==> src/rtl/core/assert_macros.svh <==
// ---------------------------------------------------------------------------
// assert_macros.svh
// Concurrent assertion shorthands, clocked on clock, masked during reset.
// ---------------------------------------------------------------------------
`ifndef ASSERT_MACROS_SVH
`define ASSERT_MACROS_SVH

// Property holds at every clock edge out of reset.
`define AST_HOLD(label, prop, msg) \
   label: assert property (@(posedge clock) disable iff (reset) (prop)) else $error(msg);

// Antecedent implies consequent in the following cycle.
`define AST_NEXT(label, ante, cons, msg) \
   label: assert property (@(posedge clock) disable iff (reset) (ante) |=> (cons)) \
      else $error(msg);

`endif

==> src/rtl/core/lkv_pkg.sv <==
// ---------------------------------------------------------------------------
// lkv_pkg
// Shared constants, codes and cell control types for the LRU key-value cache.
// ---------------------------------------------------------------------------
package lkv_pkg;

   localparam int ENTRIES = 16;
   localparam int DATA_W  = 32;
   localparam int CSR_W   = 5;
   localparam int RANK_W  = (ENTRIES > 1) ? $clog2(ENTRIES) : 1;
   localparam int COUNT_W = $clog2(ENTRIES + 1);
   localparam int CAP_W   = (COUNT_W > CSR_W) ? COUNT_W : CSR_W;

   localparam logic [CSR_W-1:0]  CAPACITY_RESET = CSR_W'(16);
   localparam logic [DATA_W-1:0] MISS_VALUE     = '1;

   typedef enum logic [1:0] {
      ST_IDLE,
      ST_MATCH,
      ST_UPDATE
   } lkv_state_type;

   typedef enum logic [2:0] {
      OP_NONE,
      OP_TOUCH,
      OP_FILL,
      OP_REPLACE,
      OP_BYPASS
   } lkv_op_type;

   typedef struct packed {
      logic              load_match;
      logic              commit;
      lkv_op_type        op;
      logic              is_put;
      logic [DATA_W-1:0] key;
      logic [DATA_W-1:0] value;
      logic [RANK_W-1:0] hit_rank;
      logic [RANK_W-1:0] victim_rank;
   } lkv_cmd_type;

   typedef struct packed {
      logic              valid;
      logic              match;
      logic              victim;
      logic [DATA_W-1:0] key;
      logic [DATA_W-1:0] value;
      logic [RANK_W-1:0] rank;
   } lkv_status_type;

endpackage

==> src/rtl/core/lkv_req_if.sv <==
// ---------------------------------------------------------------------------
// lkv_req_if
// Request channel: get or put item with key and value.
// ---------------------------------------------------------------------------
interface lkv_req_if;
   import lkv_pkg::*;

   logic                     valid;
   logic                     ready;
   logic                     cmd;
   logic signed [DATA_W-1:0] lookup_key;
   logic signed [DATA_W-1:0] write_value;

   modport source (output valid, output cmd, output lookup_key, output write_value,
                   input ready);
   modport sink   (input valid, input cmd, input lookup_key, input write_value,
                   output ready);
endinterface

==> src/rtl/core/lkv_rsp_if.sv <==
// ---------------------------------------------------------------------------
// lkv_rsp_if
// Response channel: hit flag, read value and eviction report.
// ---------------------------------------------------------------------------
interface lkv_rsp_if;
   import lkv_pkg::*;

   logic                     valid;
   logic                     ready;
   logic                     hit;
   logic signed [DATA_W-1:0] read_value;
   logic                     evicted;
   logic signed [DATA_W-1:0] evicted_key;

   modport source (output valid, output hit, output read_value, output evicted,
                   output evicted_key, input ready);
   modport sink   (input valid, input hit, input read_value, input evicted,
                   input evicted_key, output ready);
endinterface

==> src/rtl/core/lkv_cell.sv <==
// ---------------------------------------------------------------------------
// lkv_cell
// One cache entry: key, value, valid mark and recency rank. Compares the
// broadcast key, applies the committed operation and passes the free-slot
// token on to its neighbour.
// ---------------------------------------------------------------------------
module lkv_cell (
   input  logic                   clock,
   input  logic                   reset,
   input  lkv_pkg::lkv_cmd_type   cmd,
   input  logic                   prior_free,
   output logic                   chain_free,
   output lkv_pkg::lkv_status_type status
);
   import lkv_pkg::*;

   logic              valid_ff, valid_in;
   logic              match_ff, match_in;
   logic [RANK_W-1:0] rank_ff, rank_in;
   logic [DATA_W-1:0] key_ff, key_in;
   logic [DATA_W-1:0] value_ff, value_in;
   logic              first_free;
   logic              victim;

   assign first_free = !valid_ff && !prior_free;
   assign chain_free = prior_free || !valid_ff;
   assign victim     = valid_ff && (rank_ff == cmd.victim_rank);

   always_comb begin
      valid_in = valid_ff;
      match_in = match_ff;
      rank_in  = rank_ff;
      key_in   = key_ff;
      value_in = value_ff;
      if (cmd.load_match) begin
         match_in = valid_ff && (key_ff == cmd.key);
      end
      if (cmd.commit) begin
         case (cmd.op)
            OP_TOUCH: begin
               if (match_ff) begin
                  rank_in = '0;
                  if (cmd.is_put) begin
                     value_in = cmd.value;
                  end
               end else if (valid_ff && (rank_ff < cmd.hit_rank)) begin
                  rank_in = rank_ff + 1'b1;
               end
            end
            OP_FILL: begin
               if (first_free) begin
                  valid_in = 1'b1;
                  rank_in  = '0;
                  key_in   = cmd.key;
                  value_in = cmd.value;
               end else if (valid_ff) begin
                  rank_in = rank_ff + 1'b1;
               end
            end
            OP_REPLACE: begin
               if (victim) begin
                  rank_in  = '0;
                  key_in   = cmd.key;
                  value_in = cmd.value;
               end else if (valid_ff) begin
                  rank_in = rank_ff + 1'b1;
               end
            end
            default: begin
            end
         endcase
      end
   end

   always_ff @(posedge clock) begin
      if (reset) begin
         valid_ff <= 1'b0;
         match_ff <= 1'b0;
         rank_ff  <= '0;
      end else begin
         valid_ff <= valid_in;
         match_ff <= match_in;
         rank_ff  <= rank_in;
      end
   end

   always_ff @(posedge clock) begin
      key_ff   <= key_in;
      value_ff <= value_in;
   end

   assign status.valid  = valid_ff;
   assign status.match  = match_ff;
   assign status.victim = victim;
   assign status.key    = key_ff;
   assign status.value  = value_ff;
   assign status.rank   = rank_ff;

endmodule

==> src/rtl/core/lru_key_value_cache_unit.sv <==
// ---------------------------------------------------------------------------
// lru_key_value_cache_unit
// Fully associative key-value cache with least recently used replacement,
// built as a row of entry cells under a small sequencer.
// ---------------------------------------------------------------------------
//  channel  | dir | handshake     | payload
//  req_chan | in  | valid / ready | cmd, lookup_key, write_value
//  rsp_chan | out | valid / ready | hit, read_value, evicted, evicted_key
//  csr      | in  | write enable  | capacity_in_use (5 bits)
//
//  Each item is handled as a key compare in every cell, then the commit of
//  value and recency ranks across the row; each cell registers its compare.
//  The next item is taken in the commit cycle. Reset clears valid marks,
//  ranks and the entry count. A stalled response holds the commit; one
//  finished item may wait in the output register while the next is compared.
// ---------------------------------------------------------------------------
`include "assert_macros.svh"

module lru_key_value_cache_unit (
   input  logic                      clock,
   input  logic                      reset,
   lkv_req_if.sink                   req_chan,
   lkv_rsp_if.source                 rsp_chan,
   input  logic                      csr_write_enable,
   input  logic [lkv_pkg::CSR_W-1:0] csr_write_data
);
   import lkv_pkg::*;

   lkv_state_type     state_ff, state_in;
   logic [CSR_W-1:0]  capacity_ff;
   logic [COUNT_W-1:0] count_ff;
   logic              req_put_ff;
   logic [DATA_W-1:0] req_key_ff;
   logic [DATA_W-1:0] req_value_ff;

   logic              rsp_valid_ff;
   logic              rsp_hit_ff;
   logic [DATA_W-1:0] rsp_read_ff;
   logic              rsp_evicted_ff;
   logic [DATA_W-1:0] rsp_evkey_ff;

   lkv_cmd_type       cell_cmd;
   lkv_status_type    cell_status [ENTRIES];
   logic [ENTRIES:0]  free_chain;
   logic [ENTRIES-1:0] valid_vec;
   logic [ENTRIES-1:0] match_vec;

   logic              accept;
   logic              rsp_free;
   logic              commit;
   logic              any_hit;
   logic [RANK_W-1:0] hit_rank;
   logic [DATA_W-1:0] hit_value;
   logic [DATA_W-1:0] victim_key;
   logic [CAP_W-1:0]  cap_ext;
   logic [CAP_W-1:0]  cap_eff;
   logic              over_cap;
   lkv_op_type        op_sel;

   // ---------------- cell row ----------------
   assign free_chain[0] = 1'b0;

   for (genvar g = 0; g < ENTRIES; g++) begin : g_cell
      lkv_cell u_cell (
         .clock      (clock),
         .reset      (reset),
         .cmd        (cell_cmd),
         .prior_free (free_chain[g]),
         .chain_free (free_chain[g+1]),
         .status     (cell_status[g])
      );
      assign valid_vec[g] = cell_status[g].valid;
      assign match_vec[g] = cell_status[g].match;
   end

   always_comb begin
      hit_rank   = '0;
      hit_value  = '0;
      victim_key = '0;
      for (int i = 0; i < ENTRIES; i++) begin
         if (cell_status[i].match) begin
            hit_rank  = hit_rank | cell_status[i].rank;
            hit_value = hit_value | cell_status[i].value;
         end
         if (cell_status[i].victim) begin
            victim_key = victim_key | cell_status[i].key;
         end
      end
   end

   assign any_hit = |match_vec;

   // ---------------- decision ----------------
   assign cap_ext  = CAP_W'(capacity_ff);
   assign cap_eff  = (cap_ext > CAP_W'(ENTRIES)) ? CAP_W'(ENTRIES) : cap_ext;
   assign over_cap = ({1'b0, CAP_W'(count_ff)} + 1'b1) > {1'b0, cap_eff};

   always_comb begin
      if (any_hit) begin
         op_sel = OP_TOUCH;
      end else if (!req_put_ff) begin
         op_sel = OP_NONE;
      end else if (!over_cap) begin
         op_sel = OP_FILL;
      end else if (count_ff != '0) begin
         op_sel = OP_REPLACE;
      end else begin
         op_sel = OP_BYPASS;
      end
   end

   assign rsp_free = !rsp_valid_ff || rsp_chan.ready;
   assign commit   = (state_ff == ST_UPDATE) && rsp_free;

   assign cell_cmd.load_match  = (state_ff == ST_MATCH);
   assign cell_cmd.commit      = commit;
   assign cell_cmd.op          = op_sel;
   assign cell_cmd.is_put      = req_put_ff;
   assign cell_cmd.key         = req_key_ff;
   assign cell_cmd.value       = req_value_ff;
   assign cell_cmd.hit_rank    = hit_rank;
   assign cell_cmd.victim_rank = RANK_W'(count_ff - 1'b1);

   // ---------------- sequencer ----------------
   assign req_chan.ready = (state_ff == ST_IDLE) || commit;
   assign accept         = req_chan.valid && req_chan.ready;

   always_comb begin
      state_in = state_ff;
      unique case (state_ff)
         ST_IDLE: begin
            if (accept) begin
               state_in = ST_MATCH;
            end
         end
         ST_MATCH: begin
            state_in = ST_UPDATE;
         end
         ST_UPDATE: begin
            if (commit) begin
               state_in = accept ? ST_MATCH : ST_IDLE;
            end
         end
         default: begin
            state_in = ST_IDLE;
         end
      endcase
   end

   always_ff @(posedge clock) begin
      if (reset) begin
         state_ff     <= ST_IDLE;
         capacity_ff  <= CAPACITY_RESET;
         count_ff     <= '0;
         rsp_valid_ff <= 1'b0;
      end else begin
         state_ff <= state_in;
         if (csr_write_enable) begin
            capacity_ff <= csr_write_data;
         end
         if (commit && (op_sel == OP_FILL)) begin
            count_ff <= count_ff + 1'b1;
         end
         if (commit) begin
            rsp_valid_ff <= 1'b1;
         end else if (rsp_chan.ready) begin
            rsp_valid_ff <= 1'b0;
         end
      end
   end

   always_ff @(posedge clock) begin
      if (accept) begin
         req_put_ff   <= req_chan.cmd;
         req_key_ff   <= req_chan.lookup_key;
         req_value_ff <= req_chan.write_value;
      end
      if (commit) begin
         rsp_hit_ff     <= any_hit;
         rsp_read_ff    <= req_put_ff ? '0 : (any_hit ? hit_value : MISS_VALUE);
         rsp_evicted_ff <= (op_sel == OP_REPLACE) || (op_sel == OP_BYPASS);
         rsp_evkey_ff   <= (op_sel == OP_REPLACE) ? victim_key :
                           (op_sel == OP_BYPASS)  ? req_key_ff : '0;
      end
   end

   assign rsp_chan.valid       = rsp_valid_ff;
   assign rsp_chan.hit         = rsp_hit_ff;
   assign rsp_chan.read_value  = rsp_read_ff;
   assign rsp_chan.evicted     = rsp_evicted_ff;
   assign rsp_chan.evicted_key = rsp_evkey_ff;

   // ---------------- assertions ----------------
   `AST_HOLD(a_count_tracks_valid, $countones(valid_vec) == 32'(count_ff),
             "entry count differs from valid marks")
   `AST_HOLD(a_unique_match, $onehot0(match_vec), "key matched in more than one entry")
   `AST_HOLD(a_fill_has_slot, !(commit && (op_sel == OP_FILL)) || free_chain[ENTRIES],
             "fill with no free entry")
   `AST_NEXT(a_match_then_update, state_ff == ST_MATCH, state_ff == ST_UPDATE,
             "compare not followed by commit stage")
   `AST_NEXT(a_commit_gives_rsp, commit, rsp_valid_ff, "commit without response")

endmodule

==> src/flat_wrapper.sv <==
// flat-port wrapper written by rule: the top's interface ports become plain ports
module lru_key_value_cache_unit_flat import lkv_pkg::*;
  (clock, reset, csr_write_enable, csr_write_data, req_chan_valid, req_chan_cmd, req_chan_lookup_key, req_chan_write_value, req_chan_ready, rsp_chan_valid, rsp_chan_hit, rsp_chan_read_value, rsp_chan_evicted, rsp_chan_evicted_key, rsp_chan_ready);
  lkv_req_if req_chan_i ();
  lkv_rsp_if rsp_chan_i ();
  input  logic clock;
  input  logic reset;
  input  logic csr_write_enable;
  input  logic [lkv_pkg::CSR_W-1:0] csr_write_data;
  input wire logic [$bits(req_chan_i.valid)-1:0] req_chan_valid;
  input wire logic [$bits(req_chan_i.cmd)-1:0] req_chan_cmd;
  input wire logic [$bits(req_chan_i.lookup_key)-1:0] req_chan_lookup_key;
  input wire logic [$bits(req_chan_i.write_value)-1:0] req_chan_write_value;
  output wire logic [$bits(req_chan_i.ready)-1:0] req_chan_ready;
  output wire logic [$bits(rsp_chan_i.valid)-1:0] rsp_chan_valid;
  output wire logic [$bits(rsp_chan_i.hit)-1:0] rsp_chan_hit;
  output wire logic [$bits(rsp_chan_i.read_value)-1:0] rsp_chan_read_value;
  output wire logic [$bits(rsp_chan_i.evicted)-1:0] rsp_chan_evicted;
  output wire logic [$bits(rsp_chan_i.evicted_key)-1:0] rsp_chan_evicted_key;
  input wire logic [$bits(rsp_chan_i.ready)-1:0] rsp_chan_ready;
  assign req_chan_i.valid = req_chan_valid;
  assign req_chan_i.cmd = req_chan_cmd;
  assign req_chan_i.lookup_key = req_chan_lookup_key;
  assign req_chan_i.write_value = req_chan_write_value;
  assign req_chan_ready = req_chan_i.ready;
  assign rsp_chan_valid = rsp_chan_i.valid;
  assign rsp_chan_hit = rsp_chan_i.hit;
  assign rsp_chan_read_value = rsp_chan_i.read_value;
  assign rsp_chan_evicted = rsp_chan_i.evicted;
  assign rsp_chan_evicted_key = rsp_chan_i.evicted_key;
  assign rsp_chan_i.ready = rsp_chan_ready;
  lru_key_value_cache_unit u_core (.clock(clock), .reset(reset), .req_chan(req_chan_i), .rsp_chan(rsp_chan_i), .csr_write_enable(csr_write_enable), .csr_write_data(csr_write_data));
endmodule
==> config.mk <==
export PLATFORM = sky130hd
export DESIGN_NAME = lru_key_value_cache_unit_flat
export DESIGN_NICKNAME = d
export VERILOG_FILES = /design/src/rtl/core/lkv_pkg.sv /design/src/rtl/core/lkv_req_if.sv /design/src/rtl/core/lkv_rsp_if.sv /design/src/rtl/core/lkv_cell.sv /design/src/rtl/core/lru_key_value_cache_unit.sv /design/src/flat_wrapper.sv
export VERILOG_INCLUDE_DIRS = /design/src /design/src/rtl/core
export SDC_FILE = /design/constraint.sdc
export NUM_CORES = 2
export LEC_CHECK = 0
export BUFFER_PORTS_ARGS = -buffer_cell sky130_fd_sc_hd__buf_2
export CORE_MARGIN = 1.5
export CORE_UTILIZATION = 30
export DETAILED_ROUTE_END_ITERATION = 10
export GPL_TIMING_DRIVEN = 0
export SLEW_MARGIN = 5
export SYNTH_ARGS = -nofsm -noshare
export SYNTH_HDL_FRONTEND = slang
export SYNTH_SLANG_ARGS = --single-unit
==> constraint.sdc <==
create_clock -name clock -period 8.2 [get_ports clock]
set_input_delay 1.64 -clock clock [delete_from_list [all_inputs] [get_ports clock]]
set_output_delay 1.64 -clock clock [all_outputs]
set_load 0.01 [all_outputs]
Yosys cells after proc, flatten, opt, wreduce, memory -nomap -nowiden:

Index checks and enable logic that the tools add are counted.

* output and inout port bits: 68
* latch bits: 0
* bits of input ports: 75
* logic and storage cells: 735
* RAM bits: 0
* bits in registers: 1264
* bits in read-only memories: 0
* memories: 0

* eq/ne operators: 106
* multipliers: 0
* bitwise gates (word level): 45
* shift operators: 0
* multiplexer cells: 271
* reductions and logical operators: 185
* div/mod/pow operators: 0
* add/subtract/negate cells: 19
* magnitude comparators: 18

Operators by type and width (count)
* $mux 32: 116
* $pmux 32 s3: 16
* $pmux 32 s2: 16
* $or 32x32->32: 30
* $eq 32x32->1: 16
* $mux 4: 96
* $pmux 4 s3: 16
* $ne 2x2->1 const B: 48
* $reduce_and 6->1: 16
* $reduce_and 3->1: 30
* $reduce_and 4->1: 17
* $logic_and 1x1->1: 66
* $add 4x1->4 const B: 16
* $eq 4x4->1: 16
* $lt 4x4->1: 16
* $or 4x4->4: 15
* $ne 3x3->1 const B: 17
* $logic_not 1->1: 31
* $logic_or 1x1->1: 17
* $reduce_or 16->1: 1
* $mux 3: 4
* $add 5x1->6 const B: 1
* $eq 3x2->1 const B: 2
* $gt 6x5->1: 1
* other kinds (17): 24

Depth between registers and ports, before layout:

* depth in word-level cells: 36
* mapped depth: 16
* gate-level depth less buffers: 13

By module:

From an unflattened synthesis, not the netlist that was laid out.

* cells, all modules: 4039
* area total of the unflattened synthesis: 56530.5 sq um

Modules (own cells, without submodules)
* lkv_cell at u_core.g_cell[0].u_cell ...: area an instance 2827.7 sq um, instances 9, seq. area each 2042.0 sq um, cells an instance 180
* lkv_cell at u_core.g_cell[3].u_cell ...: area an instance 2842.7 sq um, instances 7, seq. area each 2042.0 sq um, cells an instance 178
* lru_key_value_cache_unit: area an instance 11182.0 sq um, instances 1, seq. area each 4194.0 sq um, cells an instance 1173

Worst setup path after synthesis:

OpenSTA, ideal clock, no wires.

* path kind: input port to flip-flop
* start: input port rsp_chan_ready
* end: register u_core.g_cell[6].u_cell.key_ff[0] (enable)
* setup slack: 0.785 ns
* setup time: 0.432 ns
* arrival time: 6.983 ns
* required time: 7.768 ns
* path buffers: 0
* cell stages on the path: 4
* path through: nor2b_1 > nor2_1 > nand2_1 > a21oi_1

RTL lines
* from (decl): RTL line flat_wrapper.sv:20 `input wire logic [$bits(rsp_chan_i.ready)-1:0] rsp_chan_ready;`
* to (signal assigned): RTL line lkv_cell.sv:88 `key_ff <= key_in;`
* to (decl): RTL line lkv_cell.sv:20 `logic [DATA_W-1:0] key_ff, key_in;`

==> impl_metrics.json <==
{
  "holdPathStages": 2,
  "synth_top_area_share_pct": 61.9,
  "cp_max_fo": 10,
  "coreArea_um2": 185000,
  "nets": 4528,
  "timing.rr.start": "u_core.count_ff[0]",
  "grt_max_degree": 37,
  "cts_tree": "built",
  "hold_buffers": 0,
  "drv_slew": 53,
  "rsz0062_at_grt": "no",
  "slowest_delay_ns": 0.91,
  "p_per_area_nw_per_um2": 216,
  "die-area_um2": 189000,
  "vias": 42200,
  "reg2regPathDepth": 15,
  "path_clk_slew_ns": 0.06,
  "critical_path_class": "reg2reg",
  "synthTopCellsByArea": "edfxtp_1, xor2_1, a22oi_1, dfxtp_1, xnor2_1",
  "synth_edf_count": 1155,
  "finalHoldViolCount": 0,
  "status": "finished, violations left",
  "cts-root-buf": "clkbuf_16",
  "synth_common_cells": "edfxtp_1, a22oi_1, xor2_1, xnor2_1, clkbuf_1",
  "clk_latency_ns": 0.83,
  "grtUsageTotal_pct": 27.4,
  "worstSetupEndpointType": "register",
  "first_pass_iters": 7,
  "dieWidth_um": 435,
  "tightest_slew_ns": 1.60,
  "grt_pass1_wl_mm": 353,
  "netlist.top_cell.by_area": "edfxtp_1",
  "postRouteAntennaNets": 0,
  "die_h_um": 435,
  "cp_slowest_cell": "clkbuf_1",
  "clockBufferDepth": 3,
  "postSynth.topFlopCell": "edfxtp_1",
  "slew_headroom_pct": -6.44,
  "cts_buffers": 142,
  "fin_crit_ns": 6.41,
  "cts_num_sinks": 1264,
  "min_from": "u_core.rsp_chan.valid",
  "antenna_found_initial": 11,
  "postCtsSetupBuffers": 0,
  "grt-ovfl-total": 0,
  "r2r_slack_ns": 1.79,
  "setup_viol_count_final": 0,
  "p_leak_uw": 0.0216,
  "port-buffer-count": 140,
  "rows": 158,
  "cts_max_level": 4,
  "pin_count": 143,
  "ys_warn_count": 0,
  "startpoint_type": "register",
  "n_fill_cell": 17900,
  "postCtsResizedCells": 0,
  "use_met3_pct": 7.19,
  "synth_cell_type_count": 93,
  "cp_common_cell": "buf_4",
  "hpwl_mm": 193,
  "maxCapViolCount": 6,
  "vias_per_cell": 6.03,
  "post-route-util_pct": 35.8,
  "syn_area_um2": 56000,
  "vdd_drop_max_v": 0.000161,
  "violations": "max-capacitance violations, max-slew violations",
  "dr.first_iter.drc_count": 7376,
  "synth.avg_cell_area_um2": 14.1,
  "wl_mm": 268,
  "grt_pass1_vias": 39100,
  "routabilityCongestion": 1.04,
  "reg2reg_to": "u_core.g_cell[2].u_cell.value_ff[10]",
  "fmax_ghz": 0.156,
  "area_delta_synth_final_pct": 18.5,
  "cp_cell_sequence": "buf_4, buf_4, inv_1, ha_1, buf_2, xnor2_4, xor2_1, and3_1, clkbuf_1, clkbuf_2, o22ai_1, o311a_1, nor3_2, buf_4, buf_4",
  "min_to": "u_core.rsp_chan.valid",
  "synth_most_common_cell": "edfxtp_1",
  "crit_required_ns": 8.71,
  "use_met2_pct": 41.2,
  "layout-drive-gt1-share_pct": 14.1,
  "drc": 0,
  "syn_inst": 3980,
  "p_total_uw": 14300,
  "worstPathArrival_ns": 6.91,
  "min_period_over_period_pct": 78.1,
  "syn_nets": 4127,
  "ys_seq_area_share_pct": 65.8,
  "hp-class": "reg2reg",
  "ys_ff_latch": 1264,
  "async_reset_ff_share_pct": 0,
  "grtUsageMet1_pct": 34.9,
  "wl_per_cell_um": 38.4,
  "finalClockSkew_ns": 0.0657,
  "busiest_layer": "met2",
  "initial_core_util_pct": 30.2
}
[layer usage]
layer / share of wire [%] / wire length (um) / up-vias
met2: 44 / 117000 / 3396
met1: 37 / 100000 / 21400
met5: 0.026 / 71 / -
li1: - / - / 16600
met4: 7.6 / 20500 / 6
met3: 11 / 30800 / 752
[how the worst max path moves through the flow]
stage	startpoint	to	slack, ns
3_3_place_gp	rsp_chan_ready	u_core.g_cell[6].u_cell.key_ff[10]	-6.98
2_1_floorplan	rsp_chan_ready	u_core.g_cell[6].u_cell.key_ff[0]	0.78
6_report	u_core.count_ff[0]	u_core.g_cell[2].u_cell.value_ff[10]	1.79
3_5_place_dp	u_core.count_ff[0]	u_core.g_cell[7].u_cell.value_ff[31]	2.03
5_1_grt	u_core.count_ff[0]	u_core.g_cell[2].u_cell.value_ff[10]	1.80
4_1_cts	u_core.count_ff[0]	u_core.g_cell[7].u_cell.value_ff[29]	2.04
[final cells by class]
cell class / count / area (um^2) / share of cell area (%)
clock buffers: 183 / 3760 / 5.66
diodes: 12 / 30.0 / 0.0452
flip-flops and latches: 1264 / 36900 / 55.5
clock inverters: 75 / 821 / 1.24
inverters: 40 / 150 / 0.226
multi-input cells: 2391 / 18100 / 27.2
well taps: 2480 / 3100 / 4.67
repair buffers: 257 / 2370 / 3.57
plain buffers: 285 / 1220 / 1.83
[state kept, by name, indices dropped and copies added (netlist names)]
name and count:
u_core.g_cell.u_cell.key_ff 512, u_core.state_ff 2, u_core.g_cell.u_cell.value_ff 512, u_core.g_cell.u_cell.rank_ff 64, u_core.rsp_chan.hit 1, u_core.cap_ext 5
u_core.req_put_ff 1, u_core.rsp_chan.valid 1, u_core.req_key_ff 32, u_core.rsp_chan.read_value 32, u_core.count_ff 5, u_core.g_cell.u_cell.match_ff 16
u_core.rsp_chan.evicted_key 32, u_core.g_cell.u_cell.valid_ff 16, u_core.req_value_ff 32, u_core.rsp_chan.evicted 1
[cells by family after synthesis]
family                     after synthesis  synth area share [%]
AOI/OAI and AO/OA                      945                  12.7
xor gates and xnor gates               585                  9.77
adders and majority gates               72                  1.61
buffers and inverters                  325                  2.41
DFF                                   1264                  65.8
muxes                                    7                 0.127
and+or+nand+nor                        782                  7.57
[stage by stage]
step	cells	hold slack [ns]	setup TNS, ns	worst slack, ns	area [um^2]
6_report	6987	0.483	0	1.79	66400
3_3_place_gp	6600	0.471	-4319.05	-6.98	59800
4_1_cts	6975	0.485	0	2.04	66400
3_5_place_dp	6717	0.475	0	2.03	61800
2_1_floorplan	3980	0.452	0	0.785	56000
5_1_grt	6975	0.520	0	1.80	66400
[critical path: cells and delay by family, from the launching register on]
kind	cells	cell delay [ns]
buffers and inverters	8	3.32
and+or+nand+nor	2	0.94
xor gates and xnor gates	2	0.66
DFF	1	0.48
AOI/OAI and AO/OA	2	0.45
adders and majority gates	1	0.20
[where the power goes]
group          leakage, uW  switching (uW)  internal (uW)
Sequential          0.0114             122           7140
Clock              0.00220            2820           3490
Combinational      0.00801             582            186
[layout by cell type (no fill, tap or decap), drive strengths merged, types with 80 or more instances in the layout]
master  Yosys  final
a21oi     124    124
a22oi     355    355
buf        84    341
clkbuf    201    384
dfxtp     109    109
edfxtp   1155   1155
nand2      87     87
nand3     114    114
nand4     153    153
nor2      132    132
nor3       80     80
nor4      108    108
xnor2     214    214
xor2      347    347
(Power assumes the default switching activity.)
